===== src/hdl/ssp_pkg.sv =====
// ssp_pkg: word types, phase and status codes, and character helpers for
// the size string parser. No dependencies; used by ssp_step and size_string_parser.

package ssp_pkg;

  localparam int unsigned ValueW = 63;
  localparam int unsigned PhaseW = 4;
  localparam int unsigned StatusW = 2;

  // Parser phases
  localparam logic [PhaseW-1:0] PH_INIT   = 4'd0;
  localparam logic [PhaseW-1:0] PH_NUM    = 4'd1;
  localparam logic [PhaseW-1:0] PH_SUFFIX = 4'd2;
  localparam logic [PhaseW-1:0] PH_B      = 4'd5;
  localparam logic [PhaseW-1:0] PH_BY     = 4'd6;
  localparam logic [PhaseW-1:0] PH_BYT    = 4'd7;
  localparam logic [PhaseW-1:0] PH_BYTE   = 4'd8;
  localparam logic [PhaseW-1:0] PH_BYTES  = 4'd9;
  localparam logic [PhaseW-1:0] PH_ERR    = 4'd10;

  // Result status codes
  localparam logic [StatusW-1:0] ST_OK        = 2'd0;
  localparam logic [StatusW-1:0] ST_MALFORMED = 2'd1;
  localparam logic [StatusW-1:0] ST_OVERFLOW  = 2'd2;

  // Characters of interest
  localparam logic [7:0] CH_SPACE = 8'h20;
  localparam logic [7:0] CH_ZERO  = 8'h30;
  localparam logic [7:0] CH_NINE  = 8'h39;
  localparam logic [7:0] CH_K     = 8'h4B;
  localparam logic [7:0] CH_M     = 8'h4D;
  localparam logic [7:0] CH_G     = 8'h47;
  localparam logic [7:0] CH_B     = 8'h42;
  localparam logic [7:0] CH_Y     = 8'h59;
  localparam logic [7:0] CH_T     = 8'h54;
  localparam logic [7:0] CH_E     = 8'h45;
  localparam logic [7:0] CH_S     = 8'h53;
  localparam logic [7:0] CASE_OFS = 8'h20;

  typedef struct packed {
    logic [7:0] char_code;
    logic       char_present;
    logic       is_last;
  } in_word_t;

  typedef struct packed {
    logic [ValueW-1:0]  size_value;
    logic [StatusW-1:0] parse_status;
  } out_word_t;

  typedef struct packed {
    logic [PhaseW-1:0] phase;
    logic [ValueW-1:0] acc;
    logic              ovf;
  } parse_state_t;

  // Case-insensitive match against an upper-case letter
  function automatic logic letter_is(input logic [7:0] c, input logic [7:0] upper_ch);
    letter_is = (c == upper_ch) || (c == (upper_ch + CASE_OFS));
  endfunction

endpackage


===== src/hdl/ssp_step.sv =====
// ssp_step: one character step of the parser (phase, accumulator, overflow)
// plus the end-of-string result. Combinational; depends on ssp_pkg.

module ssp_step (
  input  ssp_pkg::parse_state_t cur_state,
  input  ssp_pkg::in_word_t     in_word,
  output ssp_pkg::parse_state_t nxt_state,
  output ssp_pkg::out_word_t    result
);

  logic [7:0]                 c;
  logic                       is_digit;
  logic [ssp_pkg::ValueW+3:0] dec_sum;
  logic                       fin_ok;

  assign c        = in_word.char_code;
  assign is_digit = c inside {[ssp_pkg::CH_ZERO:ssp_pkg::CH_NINE]};

  // acc * 10 + digit, kept 4 bits wider to see overflow past 63 bits
  assign dec_sum = {1'b0, cur_state.acc, 3'b000} + {3'b000, cur_state.acc, 1'b0}
                 + {{ssp_pkg::ValueW{1'b0}}, c[3:0]};

  // Next state for one word
  always_comb begin
    nxt_state = cur_state;
    if (in_word.char_present && (c != ssp_pkg::CH_SPACE)) begin
      case (cur_state.phase)
        ssp_pkg::PH_INIT, ssp_pkg::PH_NUM: begin
          if (is_digit) begin
            nxt_state.acc   = dec_sum[ssp_pkg::ValueW-1:0];
            nxt_state.ovf   = cur_state.ovf
                              || (dec_sum[ssp_pkg::ValueW+3:ssp_pkg::ValueW] != 4'd0);
            nxt_state.phase = ssp_pkg::PH_NUM;
          end else if (cur_state.phase == ssp_pkg::PH_NUM
                       && ssp_pkg::letter_is(c, ssp_pkg::CH_K)) begin
            nxt_state.acc   = {cur_state.acc[52:0], 10'd0};
            nxt_state.ovf   = cur_state.ovf || (cur_state.acc[62:53] != '0);
            nxt_state.phase = ssp_pkg::PH_SUFFIX;
          end else if (cur_state.phase == ssp_pkg::PH_NUM
                       && ssp_pkg::letter_is(c, ssp_pkg::CH_M)) begin
            nxt_state.acc   = {cur_state.acc[42:0], 20'd0};
            nxt_state.ovf   = cur_state.ovf || (cur_state.acc[62:43] != '0);
            nxt_state.phase = ssp_pkg::PH_SUFFIX;
          end else if (cur_state.phase == ssp_pkg::PH_NUM
                       && ssp_pkg::letter_is(c, ssp_pkg::CH_G)) begin
            nxt_state.acc   = {cur_state.acc[32:0], 30'd0};
            nxt_state.ovf   = cur_state.ovf || (cur_state.acc[62:33] != '0);
            nxt_state.phase = ssp_pkg::PH_SUFFIX;
          end else begin
            nxt_state.phase = ssp_pkg::PH_ERR;
          end
        end
        ssp_pkg::PH_SUFFIX:
          nxt_state.phase = ssp_pkg::letter_is(c, ssp_pkg::CH_B) ? ssp_pkg::PH_B
                                                                 : ssp_pkg::PH_ERR;
        ssp_pkg::PH_B:
          nxt_state.phase = ssp_pkg::letter_is(c, ssp_pkg::CH_Y) ? ssp_pkg::PH_BY
                                                                 : ssp_pkg::PH_ERR;
        ssp_pkg::PH_BY:
          nxt_state.phase = ssp_pkg::letter_is(c, ssp_pkg::CH_T) ? ssp_pkg::PH_BYT
                                                                 : ssp_pkg::PH_ERR;
        ssp_pkg::PH_BYT:
          nxt_state.phase = ssp_pkg::letter_is(c, ssp_pkg::CH_E) ? ssp_pkg::PH_BYTE
                                                                 : ssp_pkg::PH_ERR;
        ssp_pkg::PH_BYTE:
          nxt_state.phase = ssp_pkg::letter_is(c, ssp_pkg::CH_S) ? ssp_pkg::PH_BYTES
                                                                 : ssp_pkg::PH_ERR;
        default:
          nxt_state.phase = ssp_pkg::PH_ERR;
      endcase
    end
  end

  // End-of-string result from the updated state; malformed wins over overflow
  always_comb begin
    fin_ok = nxt_state.phase inside {ssp_pkg::PH_NUM, ssp_pkg::PH_SUFFIX, ssp_pkg::PH_B,
                                     ssp_pkg::PH_BYTE, ssp_pkg::PH_BYTES};
    if (!fin_ok) begin
      result.size_value   = '0;
      result.parse_status = ssp_pkg::ST_MALFORMED;
    end else if (nxt_state.ovf) begin
      result.size_value   = '0;
      result.parse_status = ssp_pkg::ST_OVERFLOW;
    end else begin
      result.size_value   = nxt_state.acc;
      result.parse_status = ssp_pkg::ST_OK;
    end
  end

endmodule


===== src/hdl/size_string_parser.sv =====
// size_string_parser: top level. Input register, parser state, result register.
// Depends on ssp_pkg and ssp_step.
//
//   channel | ports                          | word type
//   --------+--------------------------------+---------------------
//   input   | in_valid, in_stall, in_word    | ssp_pkg::in_word_t
//   result  | out_valid, out_stall, out_word | ssp_pkg::out_word_t
//
// One character per cycle while no last word waits on a stalled result: a word is
// held in the input register, then the parser state and (on the last word) the result
// register update. out_valid is registered and rises once the held last word is processed.
// Reset (synchronous, rst_n low) empties both registers and clears the state.
// Only a last word waits on a stalled result; other words keep flowing.

module size_string_parser (
  input  logic               clk,
  input  logic               rst_n,
  input  logic               in_valid,
  output logic               in_stall,
  input  ssp_pkg::in_word_t  in_word,
  output logic               out_valid,
  input  logic               out_stall,
  output ssp_pkg::out_word_t out_word
);

  logic                  in_v_r, in_v_nxt;
  ssp_pkg::in_word_t     in_r;
  ssp_pkg::parse_state_t st_r, st_nxt;
  ssp_pkg::parse_state_t step_state;
  ssp_pkg::out_word_t    step_result;
  logic                  out_v_r, out_v_nxt;
  ssp_pkg::out_word_t    out_r;
  logic                  can_proc;

  // A held word proceeds unless it needs the result register and that is blocked
  assign can_proc = in_v_r && (!in_r.is_last || !out_v_r || !out_stall);
  assign in_stall = in_v_r && !can_proc;
  assign in_v_nxt = in_stall ? 1'b1 : in_valid;

  ssp_step u_step (
    .cur_state (st_r),
    .in_word   (in_r),
    .nxt_state (step_state),
    .result    (step_result)
  );

  // Parser state returns to its initial value after each string
  always_comb begin
    st_nxt = st_r;
    if (can_proc) begin
      if (in_r.is_last) begin
        st_nxt.phase = ssp_pkg::PH_INIT;
        st_nxt.acc   = '0;
        st_nxt.ovf   = 1'b0;
      end else begin
        st_nxt = step_state;
      end
    end
  end

  // Result register valid
  always_comb begin
    if (can_proc && in_r.is_last) begin
      out_v_nxt = 1'b1;
    end else if (!out_stall) begin
      out_v_nxt = 1'b0;
    end else begin
      out_v_nxt = out_v_r;
    end
  end

  // Control registers
  always_ff @(posedge clk) begin
    if (!rst_n) begin
      in_v_r      <= 1'b0;
      out_v_r     <= 1'b0;
      st_r.phase  <= ssp_pkg::PH_INIT;
      st_r.acc    <= '0;
      st_r.ovf    <= 1'b0;
    end else begin
      in_v_r  <= in_v_nxt;
      out_v_r <= out_v_nxt;
      st_r    <= st_nxt;
    end
  end

  // Payload registers
  always_ff @(posedge clk) begin
    if (!in_stall) begin
      in_r <= in_word;
    end
    if (can_proc && in_r.is_last) begin
      out_r <= step_result;
    end
  end

  assign out_valid = out_v_r;
  assign out_word  = out_r;

  // A finished string leaves the parser back in its initial state
  a_restart: assert property (@(posedge clk) disable iff (!rst_n)
    can_proc && in_r.is_last |=> st_r.phase == ssp_pkg::PH_INIT && st_r.acc == '0 && !st_r.ovf)
    else $error("parser state not cleared after last word");

  // A new result only appears after a last word was processed
  a_result_src: assert property (@(posedge clk) disable iff (!rst_n)
    $rose(out_v_r) |-> $past(can_proc && in_r.is_last))
    else $error("result raised without a last word");

  // Error results carry a zero value
  a_err_zero: assert property (@(posedge clk) disable iff (!rst_n)
    out_v_r && out_r.parse_status != ssp_pkg::ST_OK |-> out_r.size_value == '0)
    else $error("error result with nonzero value");

  // Words that give no result never wait
  a_no_wait: assert property (@(posedge clk) disable iff (!rst_n)
    in_v_r && !in_r.is_last |-> !in_stall)
    else $error("non-last word stalled");

  // Status is one of the defined codes
  a_status: assert property (@(posedge clk) disable iff (!rst_n)
    out_v_r |-> out_r.parse_status == ssp_pkg::ST_OK
             || out_r.parse_status == ssp_pkg::ST_MALFORMED
             || out_r.parse_status == ssp_pkg::ST_OVERFLOW)
    else $error("undefined status code");

endmodule


===== config.mk =====
export PLATFORM = sky130hd
export DESIGN_NAME = size_string_parser
export DESIGN_NICKNAME = d
export VERILOG_FILES = /design/src/hdl/ssp_pkg.sv /design/src/hdl/ssp_step.sv /design/src/hdl/size_string_parser.sv
export SDC_FILE = /design/constraint.sdc
export NUM_CORES = 1
export LEC_CHECK = 0
export BUFFER_PORTS_ARGS = -buffer_cell sky130_fd_sc_hd__buf_4
export CELL_PAD_IN_SITES_DETAIL_PLACEMENT = 0
export CELL_PAD_IN_SITES_GLOBAL_PLACEMENT = 1
export CORE_ASPECT_RATIO = 0.5
export CORE_MARGIN = 1.5
export CORE_UTILIZATION = 38
export CTS_CLUSTER_DIAMETER = 30
export DETAILED_ROUTE_END_ITERATION = 7
export PLACE_DENSITY_LB_ADDON = 0.12
export SYNTH_ARGS = -nofsm -noshare
export SYNTH_HDL_FRONTEND = slang
export SYNTH_HIERARCHICAL = 1
export SYNTH_SLANG_ARGS = --single-unit

===== constraint.sdc =====
create_clock -name clk -period 9.6 [get_ports clk]
set_input_delay 0 -clock clk [delete_from_list [all_inputs] [get_ports clk]]
set_output_delay 0 -clock clk [all_outputs]
set_load 0.01 [all_outputs]

Yosys cells after proc, flatten, opt, wreduce, memory -nomap -nowiden:

Index checks and enable logic that the tools add are counted.

* reduce and logical (&&, ||, !) cells: 34
* bitwise operators: 1
* add/subtract/negate cells: 2
* order comparisons: 2
* eq/ne operators: 29
* multiplexer cells: 18

Operators by type and width (number)
* $mux 68: 5
* $eq 8x7->1 const B: 16
* $mux 64: 2
* $add 66x64->67: 1
* $add 67x4->67: 1
* $reduce_bool 30->1: 1
* $pmux 4 s6: 1
* $reduce_bool 20->1: 1
* $eq 4x3->1 const B: 4
* $mux 4: 4
* $logic_or 1x1->1: 14
* $eq 4x4->1 const B: 3
* $reduce_bool 10->1: 1
* $eq 4x1->1 const B: 2
* $eq 4x2->1 const B: 2
* $ge 8x6->1 const B: 1
* $le 8x6->1 const B: 1
* $logic_and 1x1->1: 8
* $ne 8x6->1 const B: 1
* $mux 2: 3
* $reduce_bool 5->1: 1
* $logic_not 1->1: 4
* $logic_not 4->1: 1
* $reduce_bool 4->1: 1
* other kinds (4): 7

* output and inout port bits: 67
* word-level logic and storage cells: 96
* input bits: 14
* register bits: 145

Longest topological paths before layout:

Gate-level depths: netlist (run 1).

* depth after elaboration: 13
* mapped depth: 16
* depth with buffers taken out: 15

Modules after synthesis:

The synthesis (run 1) kept the hierarchy.

By module, submodules not included
* ssp_step: cells each 1237, instances 1, area each 8137.8 µm², seq. area each 0.0 µm²
* size_string_parser: cells each 239, instances 1, area each 4406.7 µm², seq. area each 3653.5 µm²

Worst setup path before layout (run 1):

No wires, ideal clock.

* path type: register -> register
* from: register in_r[0] in the netlist's numbering
* to: register out_r (netlist bit out_word[0]) (enable)
* period minus slack after synthesis: 4139 ps
* arrival time: 3630 ps
* slack: 5461 ps
* cell stages (with the launch flop): 3
* path buffers: 0
* cell sequence: edfxtp_1 > nand2_1 > a21oi_1

* cells in the longest elaborated chain, start to end: 5

Ends and longest elaborated chain
* start: declaration: line size_string_parser.sv:27 `ssp_pkg::in_word_t in_r;`
* start signal: assignment: line size_string_parser.sv:90 `in_r <= in_word;`
* $logic_not 1->1: line size_string_parser.sv:36 `assign can_proc = in_v_r && (!in_r.is_last || !out_v_r || !out_stall);`
* $logic_or 1x1->1 (2 in a row): line size_string_parser.sv:36
* $logic_and 1x1->1: line size_string_parser.sv:36
* $logic_and 1x1->1 *: line size_string_parser.sv:92 `if (can_proc && in_r.is_last) begin`
* end signal: assignment: line size_string_parser.sv:93 `out_r <= step_result;`
* end: declaration: line size_string_parser.sv:32 `ssp_pkg::out_word_t out_r;`

Every way passes the cells marked *; elsewhere a longest branch is shown, timed or not.
A chain may end at the register's enable or synchronous reset.

==> impl_metrics.tcl, run 1 <==
set metrics [dict create \
    grt_max_degree 89 \
    swShare 0.2697 \
    fillers 3169 \
    worstMarginPinSlew_ns 1.157 \
    syn_nets 1617 \
    synth_edf_count 75 \
    met2_length_microns 20640 \
    core_sq_um 32060 \
    antenna_found_initial 1 \
    crit_fanout 64 \
    startpoint_type "flip-flop" \
    ctsHoldBuffers 14 \
    report.final.slew_viol_count 0 \
    skew_ns 0.01606 \
    fin_util 0.4370 \
    vias 11990 \
    hold_path.class "in2reg" \
    drive_above_1_share 0.09874 \
    ys_ff_latch 145 \
    slew_headroom 0.2225 \
    clk_latency_ns 0.45 \
    hpwl_microns 34650 \
    ios 81 \
    p_clk_frac 0.446 \
    comb_power_share 0.080 \
    power_w 0.001415 \
    dieWidth_microns 260.0 \
    netlist_instances 1476 \
    fmax_mhz 193.0 \
    place_congestion 0.9504 \
    routed.top_layer "met4" \
    cts_buffers 17 \
    tritoncts "done" \
    area_growth_pct 11.68 \
    whs_ns 0.2647 \
    tns_ns 0 \
    synth_flop_cell "edfxtp_1" \
    p_int_w 0.001033 \
    hold_viol 0 \
    row_count 46 \
    fp.dieArea_sq_um 34180 \
    ant_nets 0 \
    dieHeight_microns 131.5 \
    antennaDiodeCount 0 \
    avgSynthCellArea_sq_um 8.499 \
    grt_pass1_wl_microns 69060 \
    min_period_ns 5.182 \
    syn_area_sq_um 12540 \
    drt_iter0_markers 1222 \
    peakVddDrop_mv 0.1276 \
    maxCapViolations 0 \
    setup_viol 0 \
    clockBufferDepth 2 \
    crit_type "reg2reg" \
    p_leak_nw 5.719 \
    initial_core_util 0.3913 \
    wl_met1_microns 21150 \
    grt_pass1_vias 11180 \
    drc_errors 0 \
    ys_warn_count 6 \
    clk_pin_slew_ns 0.07 \
    cts.sinks 145 \
    postCtsSetupBuffers 0 \
    finalCritPeriodShare 0.5397 \
    dr_wl_met3_microns 3029 \
    final_nets 1637 \
    ys_async_sr_fraction 0 \
    seq_power_share 0.474 \
    synth-seq-area-share 0.2912 \
    via_per_inst 6.178 \
    cts_resized 0 \
    p_per_area_nw_per_um2 101.0 \
    routed_wl_microns 45810 \
    grtUsageTotal 0.2663 \
    critPathCaptureType "flip-flop" \
    htree_levels 4 \
    arrival_ns 5.37 \
    wl_per_cell_microns 23.60 \
    worstPathRequired_ns 9.79 \
    rsz0062_at_grt "false" \
    root_buffer "clkbuf_16" \
    firstDrtPassIters 6 \
    port_buffers 80 \
    synth_cell_types 76 \
    p_switching_w 0.0003817 \
    grt.overflow.total 0 \
    status "completed" \
]
==> cell usage after synthesis (all sizes together), types with 28 or more instances <==
library cell | instances | area (sq um)
a21oi | 134 | 674.4
nor2 | 130 | 490.5
nand2 | 126 | 473.0
ha | 125 | 1564
o21ai | 101 | 505.5
a22o | 81 | 709.4
edfxtp | 75 | 2252
dfxtp | 70 | 1401
clkbuf | 69 | 259.0
nor3b | 57 | 427.9
a211oi | 38 | 285.3
buf | 38 | 249.0
mux2i | 37 | 370.4
xnor2 | 31 | 271.5
nand3 | 29 | 145.1
inv | 28 | 107.6
==> cell type report <==
| class | count | area [sq um] | share of cell area |
|---|---|---|---|
| well taps | 432 | 540.5 | 0.03858 |
| repair buffers | 108 | 845.8 | 0.06037 |
| flip-flops and latches | 145 | 3654 | 0.2608 |
| multi-input cells | 1196 | 8325 | 0.5943 |
| clock buffers | 20 | 436.7 | 0.03117 |
| inverters | 28 | 107.6 | 0.007681 |
| clock inverters | 12 | 100.1 | 0.007145 |
==> logic make-up (layout without fill, tap and decap cells) <==
logic type	count (synthesis)	count (layout)	share of synthesized area
compound gates	526	526	0.2841
flops	145	145	0.2912
buf+inv	135	168	0.04907
fa+ha+maj	127	127	0.1279
simple gates	449	449	0.1778
xor+xnor	54	54	0.03770
mux	40	40	0.03222
==> per-layer routing <==
layer,vias to the layer above,GRT usage
met5,-,0
met4,0,0.07590
met3,61,0.04225
met2,451,0.4180
met1,5790,0.3751
li1,5690,-
==> metrics by stage <==
step	std cells	setup WS [ns]	area (sq um)
2_1_floorplan	1476	5.461	12540
3_3_place_gp	1895	4.678	13330
3_5_place_dp	1895	4.564	13330
4_1_cts	1941	4.504	14010
5_1_grt	1941	4.142	14010
6_report	1941	4.418	14010
==> flip-flops by register name (all words and copies together), names as in the netlist <==
name and cells:
in_r 10, in_v_r 1, out_valid 1, out_word 65, st_r 68
==> power groups by stage <==
stage,combinational [W],clock (W),sequential (W)
2_1_floorplan,0.0000682,0,0.000684
3_3_place_gp,0.000106,0,0.000684
3_5_place_dp,0.000108,0,0.000684
4_1_cts,0.000113,0.000641,0.000671
5_1_grt,0.000123,0.000671,0.000671
6_report,0.000113,0.000631,0.000670
==> final timing paths <==
| path | startpoint | to | slack, ns | depth (start not counted) |
|---|---|---|---|---|
| max | st_r[3] | out_word[45] | 4.42 | 15 |
| min | in_word[3] | in_r[3] | 0.26 | 2 |
| max reg2reg | st_r[3] | out_word[45] | 4.42 | 15 |
| min reg2reg | st_r[0] | st_r[0] | 0.56 | 1 |
==> cell usage in the layout (no fill, tap or decap), drive strengths merged, types with 5 or more instances in the layout <==
cell         count
a221o            8
nand2          126
edfxtp          75
nor3            20
nand2b           8
dlygate4sd3     14
inv             34
xnor2           31
nand4           24
and2             6
o31ai            5
buf             94
o21bai          14
a22o            81
or3              6
o22ai            6
nor2b            7
a21oi          134
a21o            24
a211oi          38
or4              5
nor3b           57
dfxtp           70
mux2i           37
a22oi           16
nor4            10
ha             125
xor2            23
o21a            10
and3             8
o211ai          14
o221ai           7
a2111oi          9
o21ai          101
a31oi           18
nand3           29
nor2           130
clkbuf          20
==> critical path, stage by stage, from the launching register on <==
cell and delay, ns:
dfxtp_1 0.56, inv_1 0.11, fa_1 0.49, fa_1 0.40, nand2b_1 0.21, a21oi_1 0.36
o21ai_0 0.24, o21ai_1 0.32, a41oi_1 0.16, buf_4 0.19, o21ai_1 0.41, a31oi_1 0.18
xor2_1 0.17, a41o_1 0.28, inv_4 0.25, a2111oi_0 0.54
No activity file was read; power rests on OpenSTA's default activity.
==> run 2: changes to the inputs <==
- clock period: 9.6 -> 4.25 ns (I/O delays scaled with it)
==> impl_metrics.tcl, run 2 (same netlist as run 1, synthesis figures left out) <==
set metrics [dict create \
    vias 12620 \
    worst_hold_path.num_cells 2 \
    hold_viol 0 \
    dieWidth_microns 260.0 \
    core_sq_um 32060 \
    skew_ns 0.01671 \
    reg2reg_depth 15 \
    critical-path-top-delay-family "compound AO/OA/AOI/OAI gates" \
    crit_slowest_cell "fa_1" \
    firstDrtPassIters 6 \
    status "completed" \
    critical_path_buf_inv_count 3 \
    fmax_mhz 238.7 \
    fin_util 0.4817 \
    hpwl_microns 37330 \
    dieHeight_microns 131.5 \
    p_per_area_nw_per_um2 219.1 \
    clockBufferDepth 2 \
    fillers 3185 \
    worstPathRequired_ns 4.50 \
    antennaDiodeCount 0 \
    slew_headroom 0.3070 \
    ant_nets 0 \
    peakVddDrop_mv 0.2672 \
    ios 81 \
    min_period_ns 4.190 \
    routed_wl_microns 48270 \
    arrival_ns 4.44 \
    area_growth_pct 23.09 \
    drive_above_1_share 0.1947 \
    row_count 46 \
    crit_fanout 6 \
    grt_pass1_wl_microns 72900 \
    multi_input_area_sq_um 8543 \
    final_nets 1782 \
    hold_path.class "in2reg" \
    max_stage_delay_ns 0.60 \
    seq_area_sq_um 3655 \
    htree_levels 4 \
    tritoncts "done" \
    root_buffer "clkbuf_16" \
    layout_common_cells "232 x buf_4, 128 x nor2_1, 125 x nand2_1, 125 x ha_1, 124 x a21oi_1" \
    grt.overflow.total 0 \
    setup_viol 0 \
    initial_core_util 0.3913 \
    report.final.slew_viol_count 0 \
    path_cells "inv_1 -> fa_1 -> inv_1 -> ha_1 -> a21oi_1 -> nand4b_1 -> a21oi_2 -> o211ai_1 -> nand2_2 -> a211oi_4 -> nor2_1 -> o211ai_1 -> a41o_4 -> clkinvlp_4 -> a2111oi_4" \
    finalCritPeriodShare 0.9858 \
    maxCapViolations 0 \
    clk_pin_slew_ns 0.08 \
    power_w 0.003384 \
    crit_type "reg2reg" \
    place_congestion 0.9440 \
    grt_max_degree 69 \
    p_leak_nw 6.556 \
    cts.sinks 145 \
    startpoint_type "flip-flop" \
    layout_commonest_cell "buf_4" \
    port_buffers 80 \
    grt_pass1_vias 12080 \
    grtUsageTotal 0.2811 \
    cp.depth 15 \
    clk_latency_ns 0.45 \
    fp.dieArea_sq_um 34180 \
    setup_slack_ns 0.06045 \
    worstMarginPinSlew_ns 1.039 \
    largest_reg_flops 68 \
    drc_errors 0 \
    wl_per_cell_microns 23.14 \
    via_per_inst 6.049 \
    drt_iter0_markers 1319 \
    antenna_found_initial 1 \
    critPathCaptureType "flip-flop" \
    largest_register "st_r" \
    cts_buffers 17 \
    dp_slack_ns -0.1462 \
]
[run 2: cell types whose count changed in the layout (fill, tap and decap cells not counted), sizes merged]
cell | previous run | this run
buf | 94 | 238
clkbuf | 20 | 17
clkinv | 3 | 6
clkinvlp | 3 | 1
inv | 34 | 36
bufinv | 0 | 1
[run 2: worst register-to-register path: cells and delay by family, from the launching register on]
kind | cells | cell delay, ns
AO/OA/AOI/OAI | 7 | 1.83
adder cells (fa/ha/maj) | 2 | 0.87
buffers and inverters | 3 | 0.41
flip-flops | 1 | 0.33
AND/OR/NAND/NOR | 3 | 0.54
[run 2: layout make-up]
type / count / area share
well taps: 432 / 0.03501
clock inverters: 15 / 0.01078
inverters: 28 / 0.007131
flip-flops and latches: 145 / 0.2367
clock buffers: 17 / 0.02755
repair buffers: 252 / 0.1291
multi-input cells: 1196 / 0.5533
repair inverters: 1 / 0.0004862
[run 2: repair_timing]
item	4_1_cts	5_1_grt
pin swaps	2	12
setup endpoints to repair	58	66
hold buffers	14	0
resized for setup	8	34
hold endpoints to repair	12	0
gates cloned	1	0
buffers inserted	2	2
[run 2: final timing paths]
kind | startpoint | end | slack (ns)
setup reg to reg | st_r[3] | out_word[49] | 0.06
hold / removal | in_word[4] | in_r[4] | 0.27
hold reg to reg | st_r[4] | st_r[4] | 0.56
setup / recovery | st_r[3] | out_word[49] | 0.06
[run 2: report_power, final]
| group | switching [W] | total [W] | internal [W] |
|---|---|---|---|
| Combinational | 0.000198 | 0.000307 | 0.000110 |
| Sequential | 0.0000169 | 0.00151 | 0.00149 |
| Clock | 0.000732 | 0.00157 | 0.000837 |
| Total | 0.000946 | 0.00338 | 0.00244 |
[run 2: metrics by stage]
step           hold slack [ns]  std cells  TNS [ns]  cell area (sq um)
2_1_floorplan          0.09887       1476         0              12540
3_3_place_gp            0.1779       2035         0              14450
3_5_place_dp            0.1793       2035   -0.8526              14450
4_1_cts                 0.2347       2084         0              15220
5_1_grt                 0.2501       2086   -0.3975              15440
6_report                0.2656       2086         0              15440
[run 2: per-layer routing]
| layer | global-route usage | part of all wire | vias up |
|---|---|---|---|
| met5 | 0 | 0 | - |
| met4 | 0.09593 | 0.030 | 0 |
| met3 | 0.03916 | 0.069 | 68 |
| met2 | 0.4329 | 0.45 | 472 |
| met1 | 0.4002 | 0.46 | 6100 |
| li1 | - | - | 5978 |
==> run 3: changes to the inputs <==
--- a/config.mk
+++ b/config.mk
@@ -8,8 +8,7 @@
 export BUFFER_PORTS_ARGS = -buffer_cell sky130_fd_sc_hd__buf_4
 export CELL_PAD_IN_SITES_DETAIL_PLACEMENT = 0
-export CELL_PAD_IN_SITES_GLOBAL_PLACEMENT = 1
+export CELL_PAD_IN_SITES_GLOBAL_PLACEMENT = 2
 export CORE_ASPECT_RATIO = 0.5
-export CORE_MARGIN = 1.5
-export CORE_UTILIZATION = 38
+export CORE_UTILIZATION = 35
 export CTS_CLUSTER_DIAMETER = 30
 export DETAILED_ROUTE_END_ITERATION = 7
==> constraint.sdc (replaced) <==
create_clock -name clk -period 4.25 [get_ports clk]
set_input_delay 0 -clock clk [delete_from_list [all_inputs] [get_ports clk]]
set_output_delay 0 -clock clk [all_outputs]
set_load 0.02 [all_outputs]
==> impl_metrics.tcl, run 3 (same netlist as run 1, synthesis figures left out) <==
set metrics [dict create \
    fmax_mhz 243.9 \
    grt_use_met1 0.3705 \
    dieHeight_microns 135.9 \
    seq_power_share 0.442 \
    status "completed" \
    cts.sinks 145 \
    place_congestion 0.9354 \
    layout_common_cells "258 x buf_4, 128 x nor2_1, 126 x a21oi_1" \
    grt_pass1_vias 12170 \
    worst_hold_path.num_cells 2 \
    grt_pass1_wl_microns 73770 \
    arrival_ns 4.26 \
    p_per_area_nw_per_um2 215.2 \
    clockBufferDepth 2 \
    dp_slack_ns 0.01775 \
    report.final.slew_viol_count 0 \
    finalCritPeriodShare 0.9646 \
    initial_core_util 0.3595 \
    crit_fanout 6 \
    worstPathRequired_ns 4.41 \
    area_growth_pct 26.42 \
    swShare 0.2950 \
    setup_slack_ns 0.1504 \
    largest_reg_flops 68 \
    hold_path.class "in2reg" \
    drive_above_1_share 0.2141 \
    vias 12870 \
    grtUsageTotal 0.2667 \
    clk_latency_ns 0.45 \
    ios 81 \
    via_per_inst 5.957 \
    p_int_w 0.002406 \
    hold_viol 0 \
    core_sq_um 34890 \
    firstDrtPassIters 6 \
    skew_ns 0.01486 \
    critPathCaptureType "flip-flop" \
    dieWidth_microns 269.7 \
    clk_pin_slew_ns 0.08 \
    p_switching_w 0.001007 \
    tns_ns 0 \
    drt_iter0_markers 1286 \
    htree_levels 4 \
    layout_commonest_cell "buf_4" \
    row_count 48 \
    ant_nets 0 \
    fp.dieArea_sq_um 36650 \
    slew_headroom 0.3950 \
    worstMarginPinSlew_ns 0.8884 \
    min_period_ns 4.100 \
    whs_ns 0.2679 \
    placedInstanceArea_sq_um 14670 \
    setup_viol 0 \
    grt_max_degree 87 \
    use_met2 0.4360 \
    tritoncts "done" \
    maxCapViolations 0 \
    cts_buffers 17 \
    met3_usage 0.03762 \
    grt.overflow.total 0 \
    port_buffers 80 \
    p_clk_frac 0.461 \
    wl_per_cell_microns 23.22 \
    comb_power_share 0.097 \
    largest_register "st_r" \
    drc_errors 0 \
    p_leak_nw 6.752 \
    antennaDiodeCount 0 \
    final_nets 1814 \
    crit_type "reg2reg" \
    routed_wl_microns 50190 \
    fin_util 0.4545 \
    root_buffer "clkbuf_16" \
    antenna_found_initial 0 \
    stdcell_area_sq_um 15860 \
    peakVddDrop_mv 0.2180 \
    grt_busiest_layer "met2" \
    reg2reg_depth 18 \
    startpoint_type "flip-flop" \
    hpwl_microns 38920 \
]
-- run 3: changes by cell type in the layout (fill, tap and decap cells not counted), moves of 3 or more --
cell	delta
clkinv_8	+5
buf_6	+3
clkbuf_16	+4
buf_4	+26
clkinv_4	-4
-- run 3: routing by layer --
metal | up-vias | share of wire | wire length, microns
met2 | 511 | 0.45 | 22600
met3 | 47 | 0.079 | 3973
met5 | - | 0 | 0
li1 | 6032 | - | -
met1 | 6283 | 0.45 | 22740
met4 | 0 | 0.018 | 880
-- run 3: worst paths after layout --
path                                  from           end  slack [ns]
worst max-delay path               in_r[5]  out_word[49]        0.15
worst max register to register     in_r[5]  out_word[49]        0.15
worst min register to register     st_r[4]       st_r[4]        0.62
worst min-delay path            in_word[8]       in_r[8]        0.27
-- run 3: stage by stage --
stage / instances / power, W
after floorplan: 1476 / 0.001710
after global placement: 2102 / 0.001826
after detailed placement: 2102 / 0.001830
after CTS: 2148 / 0.003397
after global routing: 2161 / 0.003504
final: 2161 / 0.003413
-- run 3: power groups by stage --
stage / Combinational [W] / Clock (W) / Sequential, W
2_1_floorplan: 0.000154 / 0 / 0.00156
6_report: 0.000332 / 0.00157 / 0.00151
4_1_cts: 0.000301 / 0.00159 / 0.00151
5_1_grt: 0.000351 / 0.00164 / 0.00151
3_3_place_gp: 0.000286 / 0 / 0.00154
3_5_place_dp: 0.000290 / 0 / 0.00154
-- run 3: timing repair --
item	4_1_cts	5_1_grt
buffers inserted	0	6
setup endpoints to repair	3	68
gates resized for setup	4	50
cloned	0	7
pin swaps	0	13
hold endpoints to repair	12	0
hold buffers	14	0
-- run 3: worst max-delay path, stage by stage (launching register included) --
cell	delay, ns
edfxtp_1	0.39
inv_1	0.08
fa_1	0.45
buf_4	0.16
fa_1	0.38
nand2b_1	0.18
a21oi_2	0.22
buf_4	0.15
o211ai_1	0.14
nand3_2	0.14
a21oi_1	0.08
buf_4	0.16
o21ai_2	0.16
a21oi_1	0.10
or3b_1	0.40
a41o_4	0.28
clkinv_8	0.12
buf_12	0.15
a2111oi_4	0.05
-- run 3: cell type report --
cell class	instances	area, sq um
Clock buffer	17	425.4
Clock inverter	15	178.9
Fill cell	3457	19030
Inverter	28	117.6
Multi-Input combinational cell	1196	8578
Sequential cell	145	3656
Tap cell	475	594.3
Timing Repair Buffer	284	2302
Timing Repair inverter	1	6.256
